$ cat config.mk
export PLATFORM = sky130hd
export DESIGN_NAME = rgb888_coverage_span_blend_unit_flat
export DESIGN_NICKNAME = d
export VERILOG_FILES = /design/src/sv/rcsb_pkg.sv /design/src/sv/rcsb_if.sv /design/src/sv/rcsb_queue.sv /design/src/sv/rcsb_front.sv /design/src/sv/rcsb_back.sv /design/src/sv/rgb888_coverage_span_blend_unit.sv /design/src/flat_wrapper.sv
export VERILOG_INCLUDE_DIRS = /design/src /design/src/sv
export SDC_FILE = /design/constraint.sdc
export NUM_CORES = 2
export LEC_CHECK = 0
export ABC_AREA = 1
export ABC_CLOCK_PERIOD_IN_PS = 6400
export BUFFER_PORTS_ARGS = -buffer_cell sky130_fd_sc_hd__buf_2
export CORE_MARGIN = 2
export CORE_UTILIZATION = 60
export DETAILED_ROUTE_END_ITERATION = 10
export GPL_TIMING_DRIVEN = 0
export PLACE_DENSITY = 0.78
export SETUP_SLACK_MARGIN = 0.4
export SLEW_MARGIN = 20
export SYNTH_ARGS = -nofsm -noshare
export SYNTH_HDL_FRONTEND = slang
export SYNTH_SLANG_ARGS = --single-unit
$ cat constraint.sdc
create_clock -name clk -period 6.4 [get_ports clk]
set_input_delay 1.28 -clock clk [delete_from_list [all_inputs] [get_ports clk]]
set_output_delay 1.28 -clock clk [all_outputs]
set_load 0.02 [all_outputs]
$ cat src/sv/rgb888_coverage_span_blend_unit_defines.svh
// Assertion macros shared by the span blend unit's modules.
`ifndef RGB888_COVERAGE_SPAN_BLEND_UNIT_DEFINES_SVH
`define RGB888_COVERAGE_SPAN_BLEND_UNIT_DEFINES_SVH

`ifndef NO_ASSERTIONS

// Checks a property on every rising edge of the clock outside reset.
`define RCSB_ASSERT(lbl, clk, rst, prop, msg) \
  lbl: assert property (@(posedge clk) disable iff (rst) (prop)) else $error(msg);

// Checks that a condition never holds on a rising edge outside reset.
`define RCSB_NEVER(lbl, clk, rst, cond, msg) \
  lbl: assert property (@(posedge clk) disable iff (rst) !(cond)) else $error(msg);

`else

`define RCSB_ASSERT(lbl, clk, rst, prop, msg)
`define RCSB_NEVER(lbl, clk, rst, cond, msg)

`endif

`endif

$ cat src/sv/rcsb_pkg.sv
// Types, constants and the channel mix function of the span blend unit.
package rcsb_pkg;

  localparam int QUEUE_DEPTH = 4;
  localparam int CFG_IDX_W   = 8;
  localparam int CFG_DATA_W  = 8;

  // Configuration register indexes.
  localparam logic [CFG_IDX_W-1:0] REG_COLOR_RED   = 8'd0;
  localparam logic [CFG_IDX_W-1:0] REG_COLOR_GREEN = 8'd1;
  localparam logic [CFG_IDX_W-1:0] REG_COLOR_BLUE  = 8'd2;
  localparam logic [CFG_IDX_W-1:0] REG_COLOR_ALPHA = 8'd3;

  localparam logic [7:0] ALPHA_RESET = 8'hFF;
  localparam logic [7:0] FULL_ALPHA  = 8'hFF;
  localparam logic [15:0] ROUND_BIAS = 16'h0080;

  // Pixel classes decided from the alpha.
  localparam logic [1:0] CLS_KEEP = 2'd0;
  localparam logic [1:0] CLS_FILL = 2'd1;
  localparam logic [1:0] CLS_MIX  = 2'd2;

  typedef struct packed {
    logic [7:0] red;
    logic [7:0] green;
    logic [7:0] blue;
    logic [7:0] alpha;
  } color_t;

  typedef struct packed {
    logic [7:0] blue;
    logic [7:0] green;
    logic [7:0] red;
  } dest_t;

  typedef struct packed {
    logic [31:0] sum;
    dest_t       dest;
  } entry_t;

  function automatic logic [7:0] mix_channel(input logic [7:0] c, input logic [7:0] d,
                                             input logic [7:0] a);
    logic [15:0] acc;
    acc = 16'(c) * 16'(a) + 16'(FULL_ALPHA - a) * 16'(d) + ROUND_BIAS;
    return acc[15:8];
  endfunction

endpackage

$ cat src/sv/rcsb_if.sv
// Channel interfaces of the span blend unit: pixel input, result output, config writes.
interface rcsb_pixel_if;
  logic        valid;
  logic        ready;
  logic        line_start;
  logic [31:0] start_coverage;
  logic signed [31:0] step_delta;
  logic [7:0]  dest_blue;
  logic [7:0]  dest_green;
  logic [7:0]  dest_red;

  modport source (output valid, line_start, start_coverage, step_delta,
                  dest_blue, dest_green, dest_red, input ready);
  modport sink (input valid, line_start, start_coverage, step_delta,
                dest_blue, dest_green, dest_red, output ready);
endinterface

interface rcsb_result_if;
  logic       valid;
  logic       ready;
  logic [7:0] out_blue;
  logic [7:0] out_green;
  logic [7:0] out_red;
  logic       out_pad;

  modport source (output valid, out_blue, out_green, out_red, out_pad, input ready);
  modport sink (input valid, out_blue, out_green, out_red, out_pad, output ready);
endinterface

interface rcsb_cfg_if;
  logic                          valid;
  logic                          ready;
  logic [rcsb_pkg::CFG_IDX_W-1:0]  index;
  logic [rcsb_pkg::CFG_DATA_W-1:0] data;

  modport source (output valid, index, data, input ready);
  modport sink (input valid, index, data, output ready);
endinterface

$ cat src/sv/rcsb_queue.sv
// Small first-in first-out queue between the front and back parts.
`include "rgb888_coverage_span_blend_unit_defines.svh"

module rcsb_queue #(
  parameter int DEPTH = rcsb_pkg::QUEUE_DEPTH
) (
  input  logic             clk,
  input  logic             rst,
  input  logic             push,
  input  rcsb_pkg::entry_t wr_entry,
  output logic             full,
  input  logic             pop,
  output rcsb_pkg::entry_t rd_entry,
  output logic             empty
);

  localparam int PTR_W = (DEPTH > 1) ? $clog2(DEPTH) : 1;
  localparam int CNT_W = $clog2(DEPTH + 1);

  rcsb_pkg::entry_t slots [DEPTH];
  logic [PTR_W-1:0] wr_ptr;
  logic [PTR_W-1:0] rd_ptr;
  logic [CNT_W-1:0] count;

  assign full     = (count == CNT_W'(DEPTH));
  assign empty    = (count == '0);
  assign rd_entry = slots[rd_ptr];

  always_ff @(posedge clk) begin
    if (push) begin
      slots[wr_ptr] <= wr_entry;
    end
  end

  always_ff @(posedge clk) begin
    if (rst) begin
      wr_ptr <= '0;
      rd_ptr <= '0;
      count  <= '0;
    end else begin
      if (push) begin
        wr_ptr <= (wr_ptr == PTR_W'(DEPTH - 1)) ? '0 : wr_ptr + 1'b1;
      end
      if (pop) begin
        rd_ptr <= (rd_ptr == PTR_W'(DEPTH - 1)) ? '0 : rd_ptr + 1'b1;
      end
      if (push && !pop) begin
        count <= count + 1'b1;
      end else if (pop && !push) begin
        count <= count - 1'b1;
      end
    end
  end

  `RCSB_NEVER(a_no_overflow, clk, rst, push && full, "queue written while full")
  `RCSB_ASSERT(a_count_up, clk, rst, (push && !pop) |=> (count == $past(count) + 1'b1), "queue count did not grow on a lone write")

endmodule

$ cat src/sv/rcsb_front.sv
// Front part: accepts pixels and runs the wrapping coverage sum.
module rcsb_front (
  input  logic              clk,
  input  logic              rst,
  rcsb_pixel_if.sink        pixel,
  input  logic              queue_full,
  output logic              push,
  output rcsb_pkg::entry_t  entry
);

  logic [31:0] coverage_sum;
  logic [31:0] coverage_sum_next;
  logic [31:0] base;

  assign pixel.ready = !queue_full;
  assign push        = pixel.valid && pixel.ready;

  always_comb begin
    base              = pixel.line_start ? pixel.start_coverage : coverage_sum;
    coverage_sum_next = base + $unsigned(pixel.step_delta);
    entry.sum         = coverage_sum_next;
    entry.dest.blue   = pixel.dest_blue;
    entry.dest.green  = pixel.dest_green;
    entry.dest.red    = pixel.dest_red;
  end

  always_ff @(posedge clk) begin
    if (rst) begin
      coverage_sum <= '0;
    end else if (push) begin
      coverage_sum <= coverage_sum_next;
    end
  end

endmodule

$ cat src/sv/rcsb_back.sv
// Back part: alpha multiply and classification, then the channel blend and output register.
`include "rgb888_coverage_span_blend_unit_defines.svh"

module rcsb_back (
  input  logic             clk,
  input  logic             rst,
  input  rcsb_pkg::color_t color,
  input  logic             queue_empty,
  input  rcsb_pkg::entry_t entry,
  output logic             pop,
  rcsb_result_if.source    result
);

  logic        out_en;
  logic        s1_en;
  logic [31:0] prod;
  logic [15:0] alpha_wide;
  logic [1:0]  cls;

  logic            s1_valid;
  logic [1:0]      s1_cls;
  logic [7:0]      s1_alpha;
  rcsb_pkg::dest_t s1_dest;

  logic       out_valid;
  logic [7:0] out_blue;
  logic [7:0] out_green;
  logic [7:0] out_red;

  assign out_en = !out_valid || result.ready;
  assign s1_en  = !s1_valid || out_en;
  assign pop    = !queue_empty && s1_en;

  always_comb begin
    prod       = {24'b0, color.alpha} * {8'b0, entry.sum[31:8]};
    alpha_wide = prod[31:16];
    if (alpha_wide == '0) begin
      cls = rcsb_pkg::CLS_KEEP;
    end else if (alpha_wide >= 16'(rcsb_pkg::FULL_ALPHA)) begin
      cls = rcsb_pkg::CLS_FILL;
    end else begin
      cls = rcsb_pkg::CLS_MIX;
    end
  end

  always_ff @(posedge clk) begin
    if (rst) begin
      s1_valid <= 1'b0;
    end else if (s1_en) begin
      s1_valid <= pop;
    end
  end

  always_ff @(posedge clk) begin
    if (pop) begin
      s1_cls   <= cls;
      s1_alpha <= alpha_wide[7:0];
      s1_dest  <= entry.dest;
    end
  end

  always_ff @(posedge clk) begin
    if (rst) begin
      out_valid <= 1'b0;
    end else if (out_en) begin
      out_valid <= s1_valid;
    end
  end

  always_ff @(posedge clk) begin
    if (out_en && s1_valid) begin
      case (s1_cls)
        rcsb_pkg::CLS_FILL: begin
          out_blue  <= color.blue;
          out_green <= color.green;
          out_red   <= color.red;
        end
        rcsb_pkg::CLS_MIX: begin
          out_blue  <= rcsb_pkg::mix_channel(color.blue, s1_dest.blue, s1_alpha);
          out_green <= rcsb_pkg::mix_channel(color.green, s1_dest.green, s1_alpha);
          out_red   <= rcsb_pkg::mix_channel(color.red, s1_dest.red, s1_alpha);
        end
        default: begin
          out_blue  <= s1_dest.blue;
          out_green <= s1_dest.green;
          out_red   <= s1_dest.red;
        end
      endcase
    end
  end

  assign result.valid     = out_valid;
  assign result.out_blue  = out_blue;
  assign result.out_green = out_green;
  assign result.out_red   = out_red;
  assign result.out_pad   = 1'b0;

  `RCSB_ASSERT(a_s1_hold, clk, rst, (s1_valid && !out_en) |=> (s1_valid && $stable(s1_dest) && $stable(s1_alpha)), "blend stage changed while stalled")
  `RCSB_NEVER(a_pop_blocked, clk, rst, pop && s1_valid && !out_en, "queue read while the blend stage is stalled")

endmodule

$ cat src/sv/rgb888_coverage_span_blend_unit.sv
// Top level of the antialiased span blend unit: config registers, front, queue and back.
// This unit paints one antialiased scanline of a constant fill color into BGRX pixels.
// Each pixel transaction on the pixel channel carries the destination bytes, a signed
// coverage delta and, on the first pixel of a span, a starting coverage. The front part
// keeps a 32-bit wrapping coverage sum, fed back to itself through an add, and accepts one
// pixel per clock cycle while the queue has room. Accepted pixels wait in a short queue,
// so the front keeps taking pixels while the result side is stalled, until the queue
// fills. The back part forms alpha = (color_alpha * (sum >> 8)) >> 16 in one stage and the
// per-channel blend in the next; a pixel passes through the queue, the alpha stage and the
// output register, and results follow at one per cycle when nothing stalls. Zero alpha
// returns the destination bytes, an alpha of 255 or more returns the
// fill color, and anything in between blends with rounding. The pad byte always reads
// zero. The four color registers are written on the config channel, which is always
// ready; indexes beyond the last register are ignored. Write them only while no pixel is
// in flight. After reset the color is black with full opacity and the coverage sum is 0.
module rgb888_coverage_span_blend_unit #(
  parameter int QUEUE_DEPTH = rcsb_pkg::QUEUE_DEPTH
) (
  input  logic          clk,
  input  logic          rst,
  rcsb_cfg_if.sink      cfg,
  rcsb_pixel_if.sink    pixel,
  rcsb_result_if.source result
);

  rcsb_pkg::color_t color;
  rcsb_pkg::entry_t wr_entry;
  rcsb_pkg::entry_t rd_entry;
  logic             push;
  logic             pop;
  logic             full;
  logic             empty;

  // The config channel never stalls; a write lands at the edge of its transaction.
  assign cfg.ready = 1'b1;

  always_ff @(posedge clk) begin
    if (rst) begin
      color.red   <= '0;
      color.green <= '0;
      color.blue  <= '0;
      color.alpha <= rcsb_pkg::ALPHA_RESET;
    end else if (cfg.valid && cfg.ready) begin
      case (cfg.index)
        rcsb_pkg::REG_COLOR_RED:   color.red   <= cfg.data;
        rcsb_pkg::REG_COLOR_GREEN: color.green <= cfg.data;
        rcsb_pkg::REG_COLOR_BLUE:  color.blue  <= cfg.data;
        rcsb_pkg::REG_COLOR_ALPHA: color.alpha <= cfg.data;
        default: begin
        end
      endcase
    end
  end

  // The front accepts pixels and updates the coverage sum as they arrive.
  rcsb_front u_front (
    .clk        (clk),
    .rst        (rst),
    .pixel      (pixel),
    .queue_full (full),
    .push       (push),
    .entry      (wr_entry)
  );

  // The queue decouples pixel acceptance from the result side.
  rcsb_queue #(
    .DEPTH (QUEUE_DEPTH)
  ) u_queue (
    .clk      (clk),
    .rst      (rst),
    .push     (push),
    .wr_entry (wr_entry),
    .full     (full),
    .pop      (pop),
    .rd_entry (rd_entry),
    .empty    (empty)
  );

  // The back computes the alpha, blends the channels and holds the result.
  rcsb_back u_back (
    .clk         (clk),
    .rst         (rst),
    .color       (color),
    .queue_empty (empty),
    .entry       (rd_entry),
    .pop         (pop),
    .result      (result)
  );

endmodule
$ cat src/flat_wrapper.sv
// flat-port wrapper written by rule: the top's interface ports become plain ports
module rgb888_coverage_span_blend_unit_flat 
#(
  parameter int QUEUE_DEPTH = rcsb_pkg::QUEUE_DEPTH
)
  (clk, rst, cfg_valid, cfg_index, cfg_data, cfg_ready, pixel_valid, pixel_line_start, pixel_start_coverage, pixel_step_delta, pixel_dest_blue, pixel_dest_green, pixel_dest_red, pixel_ready, result_valid, result_out_blue, result_out_green, result_out_red, result_out_pad, result_ready);
  rcsb_cfg_if cfg_i ();
  rcsb_pixel_if pixel_i ();
  rcsb_result_if result_i ();
  input  logic clk;
  input  logic rst;
  input wire logic [$bits(cfg_i.valid)-1:0] cfg_valid;
  input wire logic [$bits(cfg_i.index)-1:0] cfg_index;
  input wire logic [$bits(cfg_i.data)-1:0] cfg_data;
  output wire logic [$bits(cfg_i.ready)-1:0] cfg_ready;
  input wire logic [$bits(pixel_i.valid)-1:0] pixel_valid;
  input wire logic [$bits(pixel_i.line_start)-1:0] pixel_line_start;
  input wire logic [$bits(pixel_i.start_coverage)-1:0] pixel_start_coverage;
  input wire logic [$bits(pixel_i.step_delta)-1:0] pixel_step_delta;
  input wire logic [$bits(pixel_i.dest_blue)-1:0] pixel_dest_blue;
  input wire logic [$bits(pixel_i.dest_green)-1:0] pixel_dest_green;
  input wire logic [$bits(pixel_i.dest_red)-1:0] pixel_dest_red;
  output wire logic [$bits(pixel_i.ready)-1:0] pixel_ready;
  output wire logic [$bits(result_i.valid)-1:0] result_valid;
  output wire logic [$bits(result_i.out_blue)-1:0] result_out_blue;
  output wire logic [$bits(result_i.out_green)-1:0] result_out_green;
  output wire logic [$bits(result_i.out_red)-1:0] result_out_red;
  output wire logic [$bits(result_i.out_pad)-1:0] result_out_pad;
  input wire logic [$bits(result_i.ready)-1:0] result_ready;
  assign cfg_i.valid = cfg_valid;
  assign cfg_i.index = cfg_index;
  assign cfg_i.data = cfg_data;
  assign cfg_ready = cfg_i.ready;
  assign pixel_i.valid = pixel_valid;
  assign pixel_i.line_start = pixel_line_start;
  assign pixel_i.start_coverage = pixel_start_coverage;
  assign pixel_i.step_delta = pixel_step_delta;
  assign pixel_i.dest_blue = pixel_dest_blue;
  assign pixel_i.dest_green = pixel_dest_green;
  assign pixel_i.dest_red = pixel_dest_red;
  assign pixel_ready = pixel_i.ready;
  assign result_valid = result_i.valid;
  assign result_out_blue = result_i.out_blue;
  assign result_out_green = result_i.out_green;
  assign result_out_red = result_i.out_red;
  assign result_out_pad = result_i.out_pad;
  assign result_i.ready = result_ready;
  rgb888_coverage_span_blend_unit #(.QUEUE_DEPTH(QUEUE_DEPTH)) u_core (.clk(clk), .rst(rst), .cfg(cfg_i), .pixel(pixel_i), .result(result_i));
endmodule
==> impl_metrics.toml <==
[logic_synthesis]
synth-edff-count = 250
ys_ff_latch = 325
syn_nets = 4677
asyncSetResetFlopFracSynth_pct = 0
synthSimpleGateAreaFrac_pct = 16.1
synth_xor_area_share_pct = 1.16
synth_mux_area_share_pct = 0
yosys.area_share.adder_pct = 36.0
yosysWarnings = 0
synth_top_family_by_area = "adder cells"
seq_area_frac_synth_pct = 27.2
synth_area_um2 = 33100
synth_ff_type = "edfxtp_1"
ys_types = 58
synth_compound_area_share_pct = 7.94
avgSynthCellArea_um2 = 8.55
syn-instance-count = 3865

[floorplan]
rows = 86
initial_utilization_pct = 60.4
die_w_um = 239
num_io_pins = 138
core_um2 = 54800
die_h_um = 239
dieArea_um2 = 57000

[global_routing]
grt_first_pass_wirelength_mm = 140
grt_start_max_net_pins = 30
grt_antenna_before_repair = 9
grt-ovfl-total = 0
grt_pass1_vias = 26941
grt_usage_pct = 31.9

[clocking]
cts_root_buf = "clkbuf_16"
cts.sinks = 325
cts_tree = "built"
htree_levels = 2
clk_latency_ns = 0.57
clk_pin_slew_ns = 0.06
cts_buffer_depth = 3
numCtsBuffers = 35
cts_hold_buf = 0

[finish]
multi_input_area_um2 = 20600
num-nets-final = 4878
fillCellCount = 4388
fin_area_um2 = 36800
seqCellArea_um2 = 9010
drive_above_1_share_pct = 9.68
syn_to_final_growth_pct = 11.4

[critical_path]
crit_path_start_kind = "register"
r2r_start = "u_core.u_back.s1_alpha[0]"
required_ns = 6.74
worstSetupPathType = "register to register"
critical_path.startpoint = "u_core.u_back.s1_alpha[0]"
critPathArrivalTime_ns = 6.20
endpoint_kind = "register"
critPathMaxFanout = 9

[route]
routed-via-count = 26840
route.detailed.drc = 0
finalWirelength_mm = 89.4
vias_per_cell = 5.59
firstDrtPassIters = 7
ant_nets = 0
wire_per_inst_um = 18.6
drt_iter0_drc = 2664

[worst_hold_path]
hold_class = "register to register"
worstHoldStart = "u_core.u_front.coverage_sum[2]"

[place]
placed_cell_area_um2 = 34900
portBuffers = 133
place_congestion = 0.982
hpwl_mm = 70.1

[timing]
drv_slew = 0
fin_crit_ns = 5.86
rsz0062_at_grt = "yes"
setup_viol = 0
fmax_mhz = 171
finClkSkew_ns = 0.0189
min_period_over_period_pct = 91.5
hold_viol_final = 0
relSlewSlack_pct = 37.6
worst_pin_slew_ns = 0.936

[run_status]
status = "finished clean"

[flow_run]
maxCapViolations = 0
[metal layers]
metal	wire [µm]	GRT usage, %	share of wire, %	vias up
met2	43300	54.1	48	1345
li1	-	-	-	12372
met3	7640	4.82	8.5	258
met5	37	0	0.041	-
met1	33400	39.7	37	12859
met4	4930	16.9	5.5	6
[synth_stat cells, drive strengths merged, types with 16 or more instances]
library cell | n | area share, %
nor2 | 435 | 5.0
o21ai | 199 | 3.0
fa | 417 | 25
xor2 | 27 | 0.74
a21oi | 161 | 2.4
ha | 285 | 11
nand2 | 722 | 8.3
xnor2 | 16 | 0.42
dfxtp | 75 | 4.5
nand3 | 118 | 1.9
clkbuf | 136 | 1.5
a22oi | 22 | 0.50
o22ai | 24 | 0.45
inv | 853 | 9.7
edfxtp | 250 | 23
[path summary, 6_finish.rpt]
path                                       to  slack (ns)  depth (start not counted)
max          u_core.u_back.result.out_blue[7]        0.54                         22
min reg2reg    u_core.u_front.coverage_sum[2]        0.46                          2
min            u_core.u_front.coverage_sum[2]        0.46                          2
max reg2reg  u_core.u_back.result.out_blue[7]        0.54                         22
[metrics by stage]
stage | worst slack, ns | hold slack (ns) | util [%] | TNS (ns) | cells
6_report | 0.542 | 0.456 | 67.2 | 0 | 4804
2_1_floorplan | 0.851 | 0.424 | - | 0 | 3865
4_1_cts | 0.303 | 0.458 | 66.2 | 0 | 4779
3_3_place_gp | -0.301 | 0.445 | 63.2 | -1.70 | 4702
3_5_place_dp | -0.358 | 0.448 | 63.7 | -2.65 | 4712
5_1_grt | 0.308 | 0.480 | 67.2 | 0 | 4800
[cell families (layout without fill, tap and decap cells)]
family	after synthesis	after routing
AOI/OAI and AO/OA	471	471
xor gates and xnor gates	43	43
adders and majority gates	702	702
buffers and inverters	1000	1228
DFF	325	325
other	2	9
and+or+nand+nor	1322	1322
[state kept, by name, summed over array words and instances (netlist names), 3 cells and up, named ones only]
name / flops
u_core.u_back.result.out_red: 8
u_core.u_back.s1_dest: 24
u_core.u_back.result.out_blue: 8
u_core.color: 32
u_core.u_back.result.out_green: 8
u_core.u_back.s1_alpha: 8
u_core.u_queue.slots: 192
u_core.u_front.coverage_sum: 32
u_core.u_queue.count: 3
[placed cells by master (no fill, tap or decap), drive strengths merged, types with 2 or more instances in the layout]
master    count
nand3b        8
xor2         27
or2           6
a21o          4
nor2        435
o21a          2
a31oi        11
a21boi        9
dfxtp        75
o2111ai       2
nand2       722
o31ai         3
a211oi        5
clkbuf      158
clkinv       11
a32o          4
inv         853
o22ai        24
nor4          4
ha          285
xnor2        16
fa          417
nand3       118
nand4        10
nor3         15
edfxtp      250
bufinv        2
and2          2
a21oi       161
o211ai       10
a22oi        22
o21ai       199
buf         199
o21bai       13
diode         7
conb          2
clkinvlp      5
[cell type report]
type | count | area share (%)
diodes | 7 | 0.0476
multi-input cells | 2540 | 55.8
repair buffers | 164 | 2.99
clock buffers | 47 | 2.64
well taps | 704 | 2.39
clock inverters | 17 | 0.544
plain buffers | 146 | 2.30
inverters | 854 | 8.82
flip-flops and latches | 325 | 24.5
[worst max-delay path, stage by stage (launching register included)]
cell and delay (ns):
edfxtp_1 0.36, clkbuf_2 0.27, clkinvlp_4 0.30, nand2_1 0.11
fa_1 0.41, fa_1 0.50, inv_1 0.05, ha_1 0.29
fa_1 0.48, inv_1 0.05, fa_1 0.46, fa_1 0.50
inv_1 0.04, ha_1 0.30, a21oi_1 0.25, nand2_1 0.08
a21oi_1 0.16, inv_1 0.06, a21oi_1 0.26, o31ai_1 0.12
a21boi_0 0.17, o21ai_0 0.13, a22oi_1 0.29
[timing repair]
| item | 4_1_cts | 5_1_grt |
|---|---|---|
| gates cloned | 0 | 1 |
| endpoints found under the setup margin | 26 | 23 |
| pin swaps | 0 | 9 |
| resized for setup | 67 | 207 |
| setup buffers | 3 | 17 |
Power is left out: the tool's default activity adds up to more than one toggle a clock period on the data nets, which glitch-free logic cannot reach.
